## config.mk

```make
export PLATFORM = sky130hd
export DESIGN_NAME = ir_distance_sample_averager
export DESIGN_NICKNAME = d
export VERILOG_FILES = /design/src/iravg_pkg.sv /design/src/iravg_ctrl.sv /design/src/iravg_dp.sv /design/src/ir_distance_sample_averager.sv
export SDC_FILE = /design/constraint.sdc
export NUM_CORES = 1
export LEC_CHECK = 0
export BUFFER_PORTS_ARGS = -buffer_cell sky130_fd_sc_hd__buf_4
export CAP_MARGIN = 25
export CORE_ASPECT_RATIO = 1.75
export CORE_MARGIN = 3
export CORE_UTILIZATION = 55
export DETAILED_ROUTE_END_ITERATION = 8
export GPL_TIMING_DRIVEN = 0
export PLACE_DENSITY = 0.76
export SLEW_MARGIN = 20
export SYNTH_ARGS = -nofsm -noshare
export SYNTH_HDL_FRONTEND = slang
export SYNTH_HIERARCHICAL = 1
export SYNTH_SLANG_ARGS = --single-unit
```

## constraint.sdc

```tcl
create_clock -name i_clk -period 6.2 [get_ports i_clk]
set_input_delay 0.31 -clock i_clk [delete_from_list [all_inputs] [get_ports i_clk]]
set_output_delay 0.31 -clock i_clk [all_outputs]
set_load 0.01 [all_outputs]
```

## src/iravg_pkg.sv

```systemverilog
// Shared types, constants and the range classifier for the IR distance averager.
package iravg_pkg;

    // Widest converter supported; classifier works at this width.
    localparam int ADC_MAX_BITS = 12;
    localparam int ADC_BITS_DEF = 10;

    localparam int SUM_W  = 12;
    localparam int CNT_W  = 8;
    localparam int CFG_W  = 8;
    localparam int DIST_W = 4;
    localparam int REM_W  = CFG_W;

    // Restoring divider: one quotient bit per cycle.
    localparam int DIV_STEPS = SUM_W;
    localparam int STEP_W    = $clog2(DIV_STEPS);

    localparam logic [CFG_W-1:0] SAMPLE_COUNT_RST = CFG_W'(10);
    localparam logic [CFG_W-1:0] REJECT_LIMIT_RST = CFG_W'(30);

    // Register indexes on the config port.
    localparam logic REG_SAMPLE_COUNT = 1'b0;
    localparam logic REG_REJECT_LIMIT = 1'b1;

    // Range ladder bounds (exclusive on both sides).
    localparam logic [ADC_MAX_BITS-1:0] R2_LO  = ADC_MAX_BITS'(473);
    localparam logic [ADC_MAX_BITS-1:0] R2_HI  = ADC_MAX_BITS'(530);
    localparam logic [ADC_MAX_BITS-1:0] R3_LO  = ADC_MAX_BITS'(335);
    localparam logic [ADC_MAX_BITS-1:0] R3_HI  = ADC_MAX_BITS'(366);
    localparam logic [ADC_MAX_BITS-1:0] R4_LO  = ADC_MAX_BITS'(246);
    localparam logic [ADC_MAX_BITS-1:0] R4_HI  = ADC_MAX_BITS'(268);
    localparam logic [ADC_MAX_BITS-1:0] R5_LO  = ADC_MAX_BITS'(195);
    localparam logic [ADC_MAX_BITS-1:0] R5_HI  = ADC_MAX_BITS'(229);
    localparam logic [ADC_MAX_BITS-1:0] R6_LO  = ADC_MAX_BITS'(175);
    localparam logic [ADC_MAX_BITS-1:0] R6_HI  = ADC_MAX_BITS'(191);
    localparam logic [ADC_MAX_BITS-1:0] R7_LO  = ADC_MAX_BITS'(143);
    localparam logic [ADC_MAX_BITS-1:0] R7_HI  = ADC_MAX_BITS'(167);
    localparam logic [ADC_MAX_BITS-1:0] R8_LO  = ADC_MAX_BITS'(121);
    localparam logic [ADC_MAX_BITS-1:0] R8_HI  = ADC_MAX_BITS'(136);
    localparam logic [ADC_MAX_BITS-1:0] R9_LO  = ADC_MAX_BITS'(107);
    localparam logic [ADC_MAX_BITS-1:0] R9_HI  = ADC_MAX_BITS'(135);
    localparam logic [ADC_MAX_BITS-1:0] R10_HI = ADC_MAX_BITS'(100);

    localparam logic [DIST_W-1:0] DIST_REJECT = '0;
    localparam logic [DIST_W-1:0] AVG_MAX     = '1;

    typedef enum logic [1:0] {
        ST_IDLE,
        ST_DIV,
        ST_LOAD
    } t_state;

    // Controller -> datapath
    typedef struct packed {
        logic accept;
        logic div_step;
        logic out_load;
    } t_cmd;

    // Datapath -> controller
    typedef struct packed {
        logic finish;
        logic div_last;
        logic out_free;
    } t_status;

    // First matching range wins; 0 means rejected.
    function automatic logic [DIST_W-1:0] classify(input logic [ADC_MAX_BITS-1:0] v);
        logic [DIST_W-1:0] d;
        if (v > R2_LO && v < R2_HI)      d = DIST_W'(2);
        else if (v > R3_LO && v < R3_HI) d = DIST_W'(3);
        else if (v > R4_LO && v < R4_HI) d = DIST_W'(4);
        else if (v > R5_LO && v < R5_HI) d = DIST_W'(5);
        else if (v > R6_LO && v < R6_HI) d = DIST_W'(6);
        else if (v > R7_LO && v < R7_HI) d = DIST_W'(7);
        else if (v > R8_LO && v < R8_HI) d = DIST_W'(8);
        else if (v > R9_LO && v < R9_HI) d = DIST_W'(9);
        else if (v < R10_HI)             d = DIST_W'(10);
        else                             d = DIST_REJECT;
        return d;
    endfunction

endpackage

```

## src/iravg_ctrl.sv

```systemverilog
// Controller FSM: accept requests, run the divider, hand off the result.
module iravg_ctrl
    import iravg_pkg::*;
(
    input  logic    i_clk,
    input  logic    i_rst_n,
    input  logic    i_in_valid,
    output logic    o_in_ready,
    input  t_status i_status,
    output t_cmd    o_cmd
);

    t_state r_state, n_state;

    always_ff @(posedge i_clk) begin
        if (!i_rst_n) begin
            r_state <= ST_IDLE;
        end else begin
            r_state <= n_state;
        end
    end

    // Next state
    always_comb begin
        n_state = r_state;
        case (r_state)
            ST_IDLE: begin
                if (i_in_valid && i_status.finish) n_state = ST_DIV;
            end
            ST_DIV: begin
                if (i_status.div_last) n_state = ST_LOAD;
            end
            ST_LOAD: begin
                if (i_status.out_free) n_state = ST_IDLE;
            end
            default: n_state = ST_IDLE;
        endcase
    end

    // Outputs
    always_comb begin
        o_in_ready      = 1'b0;
        o_cmd           = '0;
        case (r_state)
            ST_IDLE: begin
                o_in_ready   = 1'b1;
                o_cmd.accept = i_in_valid;
            end
            ST_DIV: begin
                o_cmd.div_step = 1'b1;
            end
            ST_LOAD: begin
                o_cmd.out_load = i_status.out_free;
            end
            default: begin
                o_in_ready = 1'b0;
            end
        endcase
    end

endmodule

```

## src/iravg_dp.sv

```systemverilog
// Datapath: config registers, classifier, accumulators, divider, output register.
module iravg_dp
    import iravg_pkg::*;
#(
    parameter int ADC_BITS = ADC_BITS_DEF
) (
    input  logic                i_clk,
    input  logic                i_rst_n,
    input  logic                i_cfg_we,
    input  logic                i_cfg_index,
    input  logic [CFG_W-1:0]    i_cfg_data,
    input  logic [ADC_BITS-1:0] i_sample,
    input  logic                i_out_ready,
    output logic                o_out_valid,
    output logic [DIST_W-1:0]   o_average_inches,
    output logic                o_ended_by_rejects,
    input  t_cmd                i_cmd,
    output t_status             o_status
);

    logic [CFG_W-1:0]  r_sample_count, r_reject_limit;
    logic [SUM_W-1:0]  r_sum, n_sum;
    logic [CNT_W-1:0]  r_pos, n_pos;
    logic [CNT_W-1:0]  r_rej, n_rej;

    logic [SUM_W-1:0]  r_quo;      // dividend in, quotient out
    logic [REM_W-1:0]  r_rem;
    logic [CFG_W-1:0]  r_div;
    logic [STEP_W-1:0] r_step;
    logic              r_early;

    logic              r_out_valid;
    logic [DIST_W-1:0] r_avg;
    logic              r_out_early;

    logic [DIST_W-1:0] reading_dist;
    logic [CFG_W-1:0]  target;
    logic              early_hit;
    logic              finish;
    logic [REM_W:0]    shifted, diff;
    logic              q_bit;

    // Config
    always_ff @(posedge i_clk) begin
        if (!i_rst_n) begin
            r_sample_count <= SAMPLE_COUNT_RST;
            r_reject_limit <= REJECT_LIMIT_RST;
        end else if (i_cfg_we) begin
            case (i_cfg_index)
                REG_SAMPLE_COUNT: r_sample_count <= i_cfg_data;
                REG_REJECT_LIMIT: r_reject_limit <= i_cfg_data;
                default:          r_sample_count <= r_sample_count;
            endcase
        end
    end

    // Classify and update the running counts
    always_comb begin
        reading_dist = classify(ADC_MAX_BITS'(i_sample));
        target       = (r_sample_count == '0) ? CFG_W'(1) : r_sample_count;
        early_hit    = 1'b0;
        n_sum        = r_sum;
        n_pos        = r_pos;
        n_rej        = r_rej;
        if (reading_dist != DIST_REJECT) begin
            n_sum = r_sum + SUM_W'(reading_dist);
            n_pos = r_pos + CNT_W'(1);
        end else if (r_rej == r_reject_limit) begin
            early_hit = 1'b1;
        end else begin
            if (r_pos == '0) n_pos = CNT_W'(1);
            n_rej = r_rej + CNT_W'(1);
        end
        finish = early_hit || (n_pos >= target);
    end

    always_ff @(posedge i_clk) begin
        if (!i_rst_n) begin
            r_sum <= '0;
            r_pos <= '0;
            r_rej <= '0;
        end else if (i_cmd.accept) begin
            if (finish) begin
                r_sum <= '0;
                r_pos <= '0;
                r_rej <= '0;
            end else begin
                r_sum <= n_sum;
                r_pos <= n_pos;
                r_rej <= n_rej;
            end
        end
    end

    // Restoring divider, one quotient bit per step
    always_comb begin
        shifted = {r_rem, r_quo[SUM_W-1]};
        diff    = shifted - {1'b0, r_div};
        q_bit   = (shifted >= {1'b0, r_div});
    end

    always_ff @(posedge i_clk) begin
        if (i_cmd.accept && finish) begin
            r_quo   <= n_sum;
            r_rem   <= '0;
            r_div   <= target;
            r_early <= early_hit;
            r_step  <= '0;
        end else if (i_cmd.div_step) begin
            r_quo  <= {r_quo[SUM_W-2:0], q_bit};
            r_rem  <= q_bit ? diff[REM_W-1:0] : shifted[REM_W-1:0];
            r_step <= r_step + STEP_W'(1);
        end
    end

    // Output register
    always_ff @(posedge i_clk) begin
        if (!i_rst_n) begin
            r_out_valid <= 1'b0;
        end else if (i_cmd.out_load) begin
            r_out_valid <= 1'b1;
        end else if (i_out_ready) begin
            r_out_valid <= 1'b0;
        end
    end

    always_ff @(posedge i_clk) begin
        if (i_cmd.out_load) begin
            r_avg       <= (|r_quo[SUM_W-1:DIST_W]) ? AVG_MAX : r_quo[DIST_W-1:0];
            r_out_early <= r_early;
        end
    end

    assign o_status.finish   = finish;
    assign o_status.div_last = (r_step == STEP_W'(DIV_STEPS - 1));
    assign o_status.out_free = !r_out_valid || i_out_ready;

    assign o_out_valid        = r_out_valid;
    assign o_average_inches   = r_avg;
    assign o_ended_by_rejects = r_out_early;

endmodule

```

## src/ir_distance_sample_averager.sv

```systemverilog
// Top level of the IR distance sample averager: controller plus datapath.
//
// Input channel: i_in_valid / o_in_ready carry one raw sensor reading
// (i_sample) per request. Output channel: o_out_valid / i_out_ready carry
// one averaged distance (o_average_inches, o_ended_by_rejects) per finished
// measurement. Config: i_cfg_we writes i_cfg_data to register i_cfg_index
// (0 = sample_count, 1 = reject_limit) in the same cycle.
//
// Timing: a reading that does not finish a measurement leaves the block idle
// and ready. A finishing reading starts the shared restoring divider at one
// quotient bit per cycle over the sum width, then loads the output register
// once it is free; the next request is taken the cycle after the load.
// o_in_ready is low only while the divider runs or waits to load.
//
// Reset (synchronous, active low) clears sum, counts, FSM and output valid,
// and loads sample_count = 10, reject_limit = 30.
// Receiver stall: a held result sits in the output register while new
// readings are still accepted; a second result waits in the divider until
// the output register is taken.
module ir_distance_sample_averager
    import iravg_pkg::*;
#(
    parameter int ADC_BITS = ADC_BITS_DEF
) (
    input  logic                i_clk,
    input  logic                i_rst_n,
    input  logic                i_cfg_we,
    input  logic                i_cfg_index,
    input  logic [CFG_W-1:0]    i_cfg_data,
    input  logic                i_in_valid,
    output logic                o_in_ready,
    input  logic [ADC_BITS-1:0] i_sample,
    output logic                o_out_valid,
    input  logic                i_out_ready,
    output logic [DIST_W-1:0]   o_average_inches,
    output logic                o_ended_by_rejects
);

    t_cmd    cmd;
    t_status status;

    iravg_ctrl u_ctrl (
        .i_clk      (i_clk),
        .i_rst_n    (i_rst_n),
        .i_in_valid (i_in_valid),
        .o_in_ready (o_in_ready),
        .i_status   (status),
        .o_cmd      (cmd)
    );

    iravg_dp #(
        .ADC_BITS (ADC_BITS)
    ) u_dp (
        .i_clk              (i_clk),
        .i_rst_n            (i_rst_n),
        .i_cfg_we           (i_cfg_we),
        .i_cfg_index        (i_cfg_index),
        .i_cfg_data         (i_cfg_data),
        .i_sample           (i_sample),
        .i_out_ready        (i_out_ready),
        .o_out_valid        (o_out_valid),
        .o_average_inches   (o_average_inches),
        .o_ended_by_rejects (o_ended_by_rejects),
        .i_cmd              (cmd),
        .o_status           (status)
    );

endmodule

```

## Word level (Yosys, flattened, before mapping)

Index checks and enable logic that the tools add are counted.

| storage, ports and cells | value |
|---|---|
| output and inout port bits | 7 |
| flip-flop bits (word level) | 85 |
| bits of input ports | 24 |
| logic and storage cells | 106 |

| cells by class | value |
|---|---|
| multiplexer cells | 34 |
| bitwise operators | 1 |
| reductions and logical operators | 24 |
| $lt $le $gt $ge | 19 |
| $add $sub $neg | 5 |
| equal/unequal tests | 9 |

Operator list:

| operator | count |
|---|---|
| 2-to-1 mux 8 bit | 9 |
| < comparator 10 x 8 -> 1 bit (second input constant) | 5 |
| 2-to-1 mux 12 bit | 4 |
| greater-than comparator 10 x 8 -> 1 bit (second input constant) | 4 |
| 2-to-1 mux 4 bit | 9 |
| greater-than comparator 10 x 7 -> 1 bit (second input constant) | 2 |
| greater-than comparator 10 x 9 -> 1 bit (second input constant) | 2 |
| < comparator 10 x 9 -> 1 bit (second input constant) | 2 |
| adder 8 x 1 -> 8 bit (second input constant) | 2 |
| zero test 8 bit | 2 |
| adder 12 x 4 -> 12 bit | 1 |
| logical AND 1 bit | 10 |
| < comparator 10 bit (second input constant) | 1 |
| < comparator 10 x 7 -> 1 bit (second input constant) | 1 |
| >= comparator 9 x 8 -> 1 bit | 1 |
| == test 8 bit | 1 |
| >= comparator 8 bit | 1 |
| 2-to-1 mux 1 bit | 8 |
| inequality test 2 x 1 -> 1 bit (second input constant) | 4 |
| OR reduction 8 bit | 1 |
| subtractor 8 bit | 1 |
| 2-to-1 mux 2 bit | 3 |
| one-hot mux 2 bit (3 select lines) | 1 |
| AND reduction 3 bit | 2 |
| 12 further kinds | 15 |

## Depth between registers and ports, before layout

Gate-level depths: netlist (run 1).

| depth | value |
|---|---|
| depth after elaboration | 17 |
| gate-level depth with buffers | 19 |
| mapped depth without buffers | 16 |

## Modules after synthesis

The synthesis (run 1) kept the hierarchy.

Modules (own cells, without submodules):

| module | cells an instance | instances | sequential area each (um2) | area each (um2) |
|---|---|---|---|---|
| iravg_dp | 554 | 1 | 1921.8 | 5102.4 |
| iravg_ctrl | 15 | 1 | 40.0 | 121.4 |

## Least setup slack after synthesis (run 1)

Ideal clock, no wire load.

| timing path | value |
|---|---|
| kind | input port to flip-flop |
| from | in i_sample[3] |
| to | reg u_dp.r_quo[10], data pin |
| setup slack | 2.180 ns |
| path buffers | 4 |
| arrival | 3.759 ns |
| stages on the path | 18 |
| required time | 5.940 ns |
| path through | buf_2 -> or3_1 -> a31oi_1 -> o21ai_2 -> o311ai_4 -> buf_6 -> buf_6 -> o211ai_2 -> or3_1 -> nand2_1 -> ha_1 -> o21a_1 -> o2bb2ai_1 -> o21a_2 -> nand2b_4 -> inv_6 -> buf_6 -> mux2_4 |

| between the ends | value |
|---|---|
| longest elaborated chain between the ends | 16 |
| elaborated cells on any way between the ends | 43 |
| those cells by class | add/sub: 1; order compare: 18; mux: 13; reduce/logical: 11 |

RTL lines:

| element | line | text |
|---|---|---|
| start: declaration | ir_distance_sample_averager.sv:32 | `input logic [ADC_BITS-1:0] i_sample,` |
| < comparator 10 x 7 -> 1 bit (tied with other cells) | iravg_pkg.sv:78 | `else if (v < R10_HI) d = DIST_W'(10);` |
| 2-to-1 mux 4 bit / logical AND 1 bit (equally long branches) | iravg_pkg.sv:78, iravg_pkg.sv:77 |  |
| 2-to-1 mux 4 bit | iravg_pkg.sv:77 | `else if (v > R9_LO && v < R9_HI) d = DIST_W'(9);` |
| 2-to-1 mux 4 bit | iravg_pkg.sv:76 | `else if (v > R8_LO && v < R8_HI) d = DIST_W'(8);` |
| 2-to-1 mux 4 bit | iravg_pkg.sv:75 | `else if (v > R7_LO && v < R7_HI) d = DIST_W'(7);` |
| 2-to-1 mux 4 bit | iravg_pkg.sv:74 | `else if (v > R6_LO && v < R6_HI) d = DIST_W'(6);` |
| 2-to-1 mux 4 bit | iravg_pkg.sv:73 | `else if (v > R5_LO && v < R5_HI) d = DIST_W'(5);` |
| 2-to-1 mux 4 bit | iravg_pkg.sv:72 | `else if (v > R4_LO && v < R4_HI) d = DIST_W'(4);` |
| 2-to-1 mux 4 bit | iravg_pkg.sv:71 | `else if (v > R3_LO && v < R3_HI) d = DIST_W'(3);` |
| 2-to-1 mux 4 bit (*) | iravg_pkg.sv:70 | `if (v > R2_LO && v < R2_HI) d = DIST_W'(2);` |
| nonzero test 4 bit | iravg_dp.sv:65 | `if (reading_dist != DIST_REJECT) begin` |
| 2-to-1 mux 8 bit | iravg_dp.sv:65 |  |
| >= comparator 8 bit | iravg_dp.sv:74 | `finish = early_hit \|\| (n_pos >= target);` |
| logical OR 1 bit | iravg_dp.sv:74 |  |
| logical AND 1 bit | iravg_dp.sv:103 | `if (i_cmd.accept && finish) begin` |
| 2-to-1 mux 12 bit (*) | iravg_dp.sv:103 |  |
| end signal: assignment | iravg_dp.sv:104 | `r_quo <= n_sum;` |
| end signal: assignment | iravg_dp.sv:110 | `r_quo <= {r_quo[SUM_W-2:0], q_bit};` |
| end: declaration | iravg_dp.sv:26 | `logic [SUM_W-1:0] r_quo;` |

Mark *: on every way between the ends. The rest lies on a longest branch, timed or not.
A chain may end at the register's enable or synchronous reset.

## Worst setup path after layout (run 1)

| timing path | value |
|---|---|
| from | in i_sample[7] |
| to | reg u_dp.r_quo[10], data pin |

Same word-level chain as after synthesis.

==> metrics.txt, run 1 <==
commonest cells after routing, fill and taps aside nand2_1, dfxtp_1, buf_4, nor2_1, inv_1; worst clock skew 0.00632 ns; global route overflow 0; Max stage delay on crit path around 0.67 ns; drt total wl roughly 12000 um; Final HPWL DP 9260 um; Port Buffers 27; GRT Util Overall 0.236; Worst Hold Depth 3; CTS root buffer clkbuf_16; most common cell after layout, fill and taps aside nand2_1; Netlist cell types 82; global-route wire length before repair a little under 20000 um; setup slack after layout 1.67 ns; max-slew violation count 0; GP Congestion 0.886; Max Clock Freq 221 MHz; antenna-violating nets left 0; status completed; # setup viols final 0; post-CTS setup buffer count 0; Yosys warnings 6; syn nets about 620; Placed Cells 716; initial core utilization 0.571; Setup WS pre-CTS 1.39 ns; Hold/Removal Path Class in2reg; fill count 730; Max VDD drop 0.163 mV; worst-path cell chain buf_2 > nor4b_1 > o221ai_2 > o311ai_4 > buf_6 > buf_6 > o211ai_2 > or3_1 > nand2_1 > ha_1 > o21a_1 > o2bb2ai_1 > o21a_2 > nand2b_4 > inv_6 > buf_6 > mux2_4; Buf+Inv Stages, Crit Path 5; CTS H-tree depth 3; Synth-to-Final Area Change 12.2%; worst-margin pin slew 0.945 ns; top_reg_cell synth dfxtp_1; ANT cells 0; Async SR Flop Fraction 0; RSZ-0062 raised after global routing false; Clk Latency, worst-skew pair 0.34 ns; reg2reg setup slack 1.97 ns; Post-synth EDFFs 26; MaxCap Viol Count 0; Arr. time, crit path 4.61 ns; Cells after Synth 569; Clock transition at path regs 0.06 ns; Post-Syn Area approximately 5200 um2; vias in the first global route 4375; width of the die 79.7 um; die area 10700 um2; Worst path depth 17; register area share after synthesis 0.376; Final Power 1.71 mW; Hold Vio Cnt, Final 0; Setup TNS 0 ns; # hold bufs at CTS 0; critical path's most frequent cell buf_6; slowest stage cell, crit path o2bb2ai_1; CTS Buf Count 9; Power Density 292 nW/um2; Pre-antenna DRT Iters 4; fraction of layout cells with a size suffix above 1 0.163; CP required 6.29 ns; number of vias per cell about 6; # resized after CTS 0; Slew HR 0.368; CTS tree done; initial antenna violation count 0; Core Rows 46; number of clock sinks 85; Core Region 9150 um2; Seq cells post-synth 85; first-iteration detailed-routing DRC count between 200 and 300; crit-path max FO 10; final non-filler cell total between 700 and 800; R2R cell count 16; # DRC 0; number of top-level pins 31; final worst-path cycle share 0.730; static leakage roughly 2.3 nW; Max clock buf depth 2; Tmin final 4.53 ns; post-DR wirelength/cell 16.6 um; Avg Cell Area, Syn 9.18 um2; Startpoint Class primary input; # nets final around 660; largest net degree at the start of global routing 19; top cell family by delay on the critical path compound AO/OA/AOI/OAI gates; via count 4329; crit path capture type flip-flop; Fin Hold WS roughly 0.22 ns; Die Ht 135 um; CP Class in2reg
==> synth_stat cells (all sizes together), types with 17 or more instances <==
cell type	n	area, um2
dfxtp	59	1180
xnor2	17	149
nand2b	18	123
nor2	33	126
nand2	64	240
a21oi	27	135
edfxtp	26	781
inv	31	121
ha	24	300
nand3	23	120
buf	20	143
o21ai	29	149
==> metrics by stage <==
step            util  instance area (um2)
2_1_floorplan      -                 5220
3_3_place_gp   0.609                 5580
3_5_place_dp   0.609                 5580
4_1_cts        0.640                 5860
5_1_grt        0.640                 5860
6_report       0.640                 5860
==> path summary, 6_finish.rpt <==
kind | start | endpoint
worst max-delay path | i_sample[7] | u_dp/r_quo[10]$_DFFE_PP_
worst min-delay path | i_cfg_data[3] | u_dp/r_sample_count[3]$_SDFFE_PN1P_
worst max register to register | u_dp/r_rej[6]$_SDFFE_PN0P_ | u_dp/r_quo[10]$_DFFE_PP_
worst min register to register | u_dp/r_early$_DFFE_PP_ | u_dp/o_ended_by_rejects$_DFFE_PP_
==> cell type report <==
class	instances	area (um2)	area share
buffer	34	195	0.0333
clock buffer	10	229	0.0391
clock inverter	6	53.8	0.00918
inverter	32	125	0.0214
multi-input combinational	418	2940	0.502
sequential	85	1960	0.335
tap	120	150	0.0256
timing repair buffer	27	203	0.0346
==> worst register-to-register path, stage by stage, from the launching register on <==
cell and delay [ns]:
dfxtp_1 0.35, xor2_1 0.17, nor4_1 0.29, nand2_1 0.22
nand3_1 0.16, or4b_1 0.43, o21ai_0 0.14, ha_1 0.29
nor2b_1 0.09, o21ai_0 0.10, a41oi_1 0.26, o2bb2ai_1 0.42
o21a_2 0.34, nand2b_4 0.20, inv_6 0.07, buf_6 0.16
mux2_4 0.30
==> logic make-up (layout without fill, tap and decap cells) <==
family | Yosys count | count (layout) | synth area share
simple gates | 206 | 206 | 0.205
compound gates | 139 | 139 | 0.203
xor+xnor | 28 | 28 | 0.0469
flops | 85 | 85 | 0.376
mux | 19 | 19 | 0.0431
buf+inv | 66 | 109 | 0.0613
fa+ha+maj | 26 | 26 | 0.0652
==> routing by layer <==
layer	vias up	global-route usage	part of all wire
met5	-	0	0
met2	120	0.446	0.55
met3	37	0.0401	0.033
met1	2040	0.233	0.37
li1	2132	-	-
met4	0	0.137	0.048
==> where the power goes <==
part | internal (mW) | switching, mW
clock network | 0.307 | 0.206
registers | 0.648 | 0.0504
logic | 0.214 | 0.288
==> sequential cells by signal, summed over array words and instances (netlist names) <==
register	count
u_dp/r_pos	8
u_dp/r_div	8
u_dp/r_step	4
u_dp/o_ended_by_rejects	1
u_dp/o_out_valid	1
u_dp/o_average_inches	4
u_ctrl/r_state	2
u_dp/r_reject_limit	8
u_dp/r_early	1
u_dp/r_sum	12
u_dp/r_sample_count	8
u_dp/r_quo	12
u_dp/r_rem	8
u_dp/r_rej	8
Power figures use the tool's default switching activity.
==> run 2: changes to the inputs <==
Clock period 6.2 ns to 4.6 ns, I/O delays scaled along.
==> run 2 against run 1 <==
  * Sequential power increased by 35%
  * Design area rose by 0.11%
  * Critical path depth unchanged
==> metrics.txt, run 2 (synthesis gave the netlist of run 1 again) <==
antenna-violating nets left 0; critical path's most frequent cell buf_6; CTS tree done; Core Region approximately 9200 um2; fraction of layout cells with a size suffix above 1 0.165; initial core utilization 0.571; GRT Util Overall 0.236; Max clock buf depth 2; RSZ-0062 raised after global routing false; first-iteration detailed-routing DRC count 301; ANT cells 0; Arr. time, crit path ~4.3 ns; Core Rows 46; # setup viols final 0; Hold Vio Cnt, Final 0; Port Buffers 27; top cell family by delay on the critical path compound AO/OA/AOI/OAI gates; Buf+Inv Stages, Crit Path 5; number of vias per cell 5.92; # hold bufs at CTS 0; Die Ht 135 um; Tmin final 4.17 ns; Final HPWL DP 9260 um; # nets final approximately 660; crit-path max FO 10; initial antenna violation count 0; die area 10700 um2; via count between 4k and 5k; largest net degree at the start of global routing 19; Hold/Removal Path Class in2reg; Max VDD drop between 0.2 and 0.25 mV; post-DR wirelength/cell approximately 17 um; final instance area 5870 um2; CTS Buf Count 9; worst-path cell chain buf_2 > nor4b_1 > o221ai_2 > o311ai_4 > buf_6 > buf_6 > o211ai_2 > or3_1 > nand2_1 > ha_1 > o21a_1 > o2bb2ai_2 > o21a_2 > nand2b_4 > inv_6 > buf_6 > mux2_4; most common cell after layout, fill and taps aside nand2_1; number of clock sinks 85; CTS H-tree depth 3; commonest cells after routing, fill and taps aside nand2_1, dfxtp_1, buf_4, nor2_1, inv_1; Max stage delay on crit path 0.64 ns; global route overflow 0; final worst-path cycle share 0.907; max-slew violation count 0; cell area after placement 5580 um2; Synth-to-Final Area Change 12.3%; worst clock skew 0.00493 ns; global-route wire length before repair roughly 20000 um; Pre-antenna DRT Iters 4; width of the die 79.7 um; Clk Latency, worst-skew pair 0.34 ns; number of top-level pins 31; CP required 4.69 ns; GP Congestion 0.886; vias in the first global route roughly 4.4k; slowest stage cell, crit path nor4b_1; status completed; Startpoint Class primary input; CTS root buffer clkbuf_16; Clock transition at path regs roughly 0.06 ns; CP Class in2reg; Power Density 394 nW/um2; static leakage 2.29 nW; Setup TNS 0 ns; Max Clock Freq 240 MHz; drt total wl 12100 um; # DRC 0; crit path capture type flip-flop; Slew HR 0.361; worst-margin pin slew 0.955 ns; MaxCap Viol Count 0; largest registers u_dp/r_quo (12), u_dp/r_sum (12)
==> run 2: final cells by class <==
type	count	area, um2
Fill cell	727	3290
Inverter	32	125
Tap cell	120	150
Clock inverter	6	53.8
Buffer	34	195
Timing Repair Buffer	27	203
Sequential cell	85	1960
Clock buffer	10	229
Multi-Input combinational cell	418	2950
==> run 2: where the power goes <==
group	leakage (nW)	total [mW]	switching (mW)	internal [mW]
Combinational	1.45	0.677	0.388	0.289
Clock	0.135	0.694	0.280	0.414
Sequential	0.709	0.941	0.0676	0.873
Total	2.29	2.31	0.736	1.58
==> run 2: through the flow <==
| stage | hold WS (ns) | power (mW) | setup slack [ns] | utilization | std cells |
|---|---|---|---|---|---|
| final | 0.134 | 2.31 | 0.429 | 0.641 | 732 |
| after CTS | 0.127 | 2.32 | 0.221 | 0.640 | 732 |
| after global placement | 0.405 | 1.59 | 0.00211 | 0.609 | 716 |
| after detailed placement | 0.408 | 1.62 | -0.126 | 0.609 | 716 |
| after floorplan | 0.354 | 1.45 | 0.660 | - | 569 |
| after global routing | 0.129 | 2.44 | 0.272 | 0.641 | 732 |
==> run 2: worst paths after layout <==
check	from	end	slack (ns)	cells past startpoint
hold / removal	i_cfg_data[3]	u_dp/r_sample_count[3]$_SDFFE_PN1P_	0.13	3
hold reg to reg	u_dp/r_early$_DFFE_PP_	u_dp/o_ended_by_rejects$_DFFE_PP_	0.42	0
setup / recovery	i_sample[7]	u_dp/r_quo[10]$_DFFE_PP_	0.43	17
setup reg to reg	u_dp/r_rej[2]$_SDFFE_PN0P_	u_dp/r_quo[10]$_DFFE_PP_	0.55	16
==> run 2: routing by layer <==
metal  vias up  track usage  share of wire
met1      2030        0.233           0.37
met5         -            0              0
met2       132        0.446           0.55
li1       2139            -              -
met3        36       0.0401          0.036
met4         0        0.137          0.043
==> run 2: worst register-to-register path, cell delays in order, from the launching register on <==
cell,delay [ns]
dfxtp_1,0.37
xor2_1,0.18
nor4_1,0.26
nand2_1,0.21
nand3_1,0.16
or4b_1,0.43
o21ai_0,0.14
ha_1,0.28
nor2b_1,0.09
o21ai_0,0.10
a41oi_1,0.28
o2bb2ai_2,0.28
o21a_2,0.30
nand2b_4,0.20
inv_6,0.07
buf_6,0.16
mux2_4,0.30
==> run 2: what timing repair did <==
action                                  in CTS  in global routing
gates resized for setup                      0                  1
endpoints found under the setup margin       0                  1
buffers inserted                             0                  0
==> run 3: changes to the inputs <==
Settings changed: CORE_UTILIZATION 55 to 45, PLACE_DENSITY 0.76 to unset.
==> run 3 against run 2 <==
  * Sequential share of layout area decreased by 0.19 points
  * Critical path depth unchanged
  * Non-clock buffer count unchanged
==> metrics.txt, run 3 (synthesis gave the netlist of run 1 again) <==
status completed; Core Rows between 50 and 60; drt total wl roughly 13000 um; MaxCap Viol Count 0; most common cell after layout, fill and taps aside nand2_1; Setup WS pre-CTS -0.243 ns; crit-path max FO 10; fraction of layout cells with a size suffix above 1 0.170; antenna-violating nets left 0; Synth-to-Final Area Change 12.9%; Buf+Inv Stages, Crit Path 5; vias in the first global route approximately 4.4k; worst-margin pin slew between 0.9 and 1 ns; critical path's most frequent cell buf_6; CP required approximately 4.7 ns; top cell family by delay on the critical path compound AO/OA/AOI/OAI gates; CTS Buf Count 9; number of clock sinks 85; Final Power roughly 2.3 mW; Tmin final 4.25 ns; reg2reg end u_dp/r_quo[10]$_DFFE_PP_; initial antenna violation count 0; Startpoint Class primary input; # nets final 657; Hold Vio Cnt, Final 0; largest registers u_dp/r_quo (12), u_dp/r_sum (12); Placed Cells 728; CTS root buffer clkbuf_16; Final HPWL DP roughly 10000 um; crit path capture type flip-flop; Hold Path Origin i_cfg_data[1]; CTS H-tree depth 3; first-iteration detailed-routing DRC count 197; cell area after placement about 5600 um2; fill count 1079; Max clock buf depth 2; Clk Latency, worst-skew pair 0.34 ns; Fin Hold WS 0.139 ns; via count 4334; commonest cells after routing, fill and taps aside nand2_1, dfxtp_1, buf_4, nor2_1, inv_1; Core Region between 10000 and 15000 um2; worst clock skew 0.00665 ns; Clock transition at path regs 0.06 ns; CP Class in2reg; Setup TNS 0 ns; max-slew violation count 0; R2R cell count 16; die area 13000 um2; Power Density 396 nW/um2; slowest stage cell, crit path nor4b_1; # DRC 0; final worst-path cycle share 0.925; post-DR wirelength/cell 16.9 um; global-route wire length before repair 20800 um; Die Ht around 150 um; GP Congestion 0.863; Max VDD drop 0.304 mV; static leakage ~2.3 nW; number of top-level pins 31; Arr. time, crit path 4.34 ns; final instance area slightly below 6000 um2; Hold/Removal Path Class in2reg; number of vias per cell 5.83; global route overflow 0; ANT cells 0; CTS tree done; post-CTS setup buffer count 0; initial core utilization 0.465; Hold EP u_dp/r_reject_limit[1]$_SDFFE_PN1P_; post-layout util 0.525; GRT Util Overall 0.205; RSZ-0062 raised after global routing false; Port Buffers 27; Reg-to-Reg Start u_dp/r_rej[2]$_SDFFE_PN0P_; Max Clock Freq 235 MHz; Worst Hold Depth 3; width of the die between 80 and 90 um; Slew HR 0.350; reg2reg setup slack 0.48 ns; largest net degree at the start of global routing 19; worst-path cell chain buf_2 > nor4b_1 > o221ai_2 > o311ai_4 > buf_6 > buf_6 > o211ai_2 > or3_1 > nand2_1 > ha_1 > o21a_1 > o2bb2ai_2 > o21a_2 > nand2b_4 > inv_6 > buf_6 > mux2_4; Max stage delay on crit path roughly 0.70 ns; Pre-antenna DRT Iters 5; final non-filler cell total about 740; setup slack after layout between 0.3 and 0.4 ns; # setup viols final 0
## run 3: worst reg2reg max path, stage by stage, from the launching register on
cell	delay (ns)
dfxtp_1	0.36
xor2_1	0.18
nor4_1	0.27
nand2_1	0.22
nand3_1	0.15
or4b_1	0.45
o21ai_0	0.16
ha_1	0.29
nor2b_1	0.11
o21ai_0	0.10
a41oi_1	0.28
o2bb2ai_2	0.28
o21a_2	0.30
nand2b_4	0.20
inv_6	0.07
buf_6	0.16
mux2_4	0.30
## run 3: timing repair
item / CTS / global route
hold buffers: 0 / 0
setup endpoints to repair: 0 / 7
resized for setup: 0 / 1
hold endpoints to repair: 0 / 0
## run 3: worst max path at each step
stage	from	endpoint	depth (start not counted)
after floorplan	i_sample[3]	u_dp/r_quo[10]$_DFFE_PP_	18
after global placement	i_sample[7]	u_dp/r_quo[9]$_DFFE_PP_	17
after detailed placement	i_sample[7]	u_dp/r_quo[10]$_DFFE_PP_	17
after CTS	i_sample[7]	u_dp/r_quo[10]$_DFFE_PP_	17
after global routing	u_dp/r_rej[2]$_SDFFE_PN0P_	u_dp/r_quo[10]$_DFFE_PP_	16
final	i_sample[7]	u_dp/r_quo[10]$_DFFE_PP_	17
## run 3: final cells by class
type,instances,area [um2],area share
clock buffers,11,243,0.0411
clock inverters,5,58.8,0.00997
well taps,132,165,0.0280
plain buffers,34,195,0.0331
multi-input cells,418,2950,0.500
inverters,32,125,0.0212
repair buffers,27,203,0.0344
flip-flops and latches,85,1960,0.333
## run 3: metal layers
metal  wire length (um)  up-vias  GRT usage
li1                   -     2134          -
met1               4640     2078      0.209
met2               7090       91      0.385
met3                327       31     0.0283
met4                549        0      0.113
met5                  0        -          0
## run 3: report_power, final
group | leakage (nW) | total [mW] | switching (mW) | internal, mW
clock | 0.142 | 0.724 | 0.288 | 0.436
combinational | 1.45 | 0.676 | 0.387 | 0.289
sequential | 0.709 | 0.937 | 0.0639 | 0.873
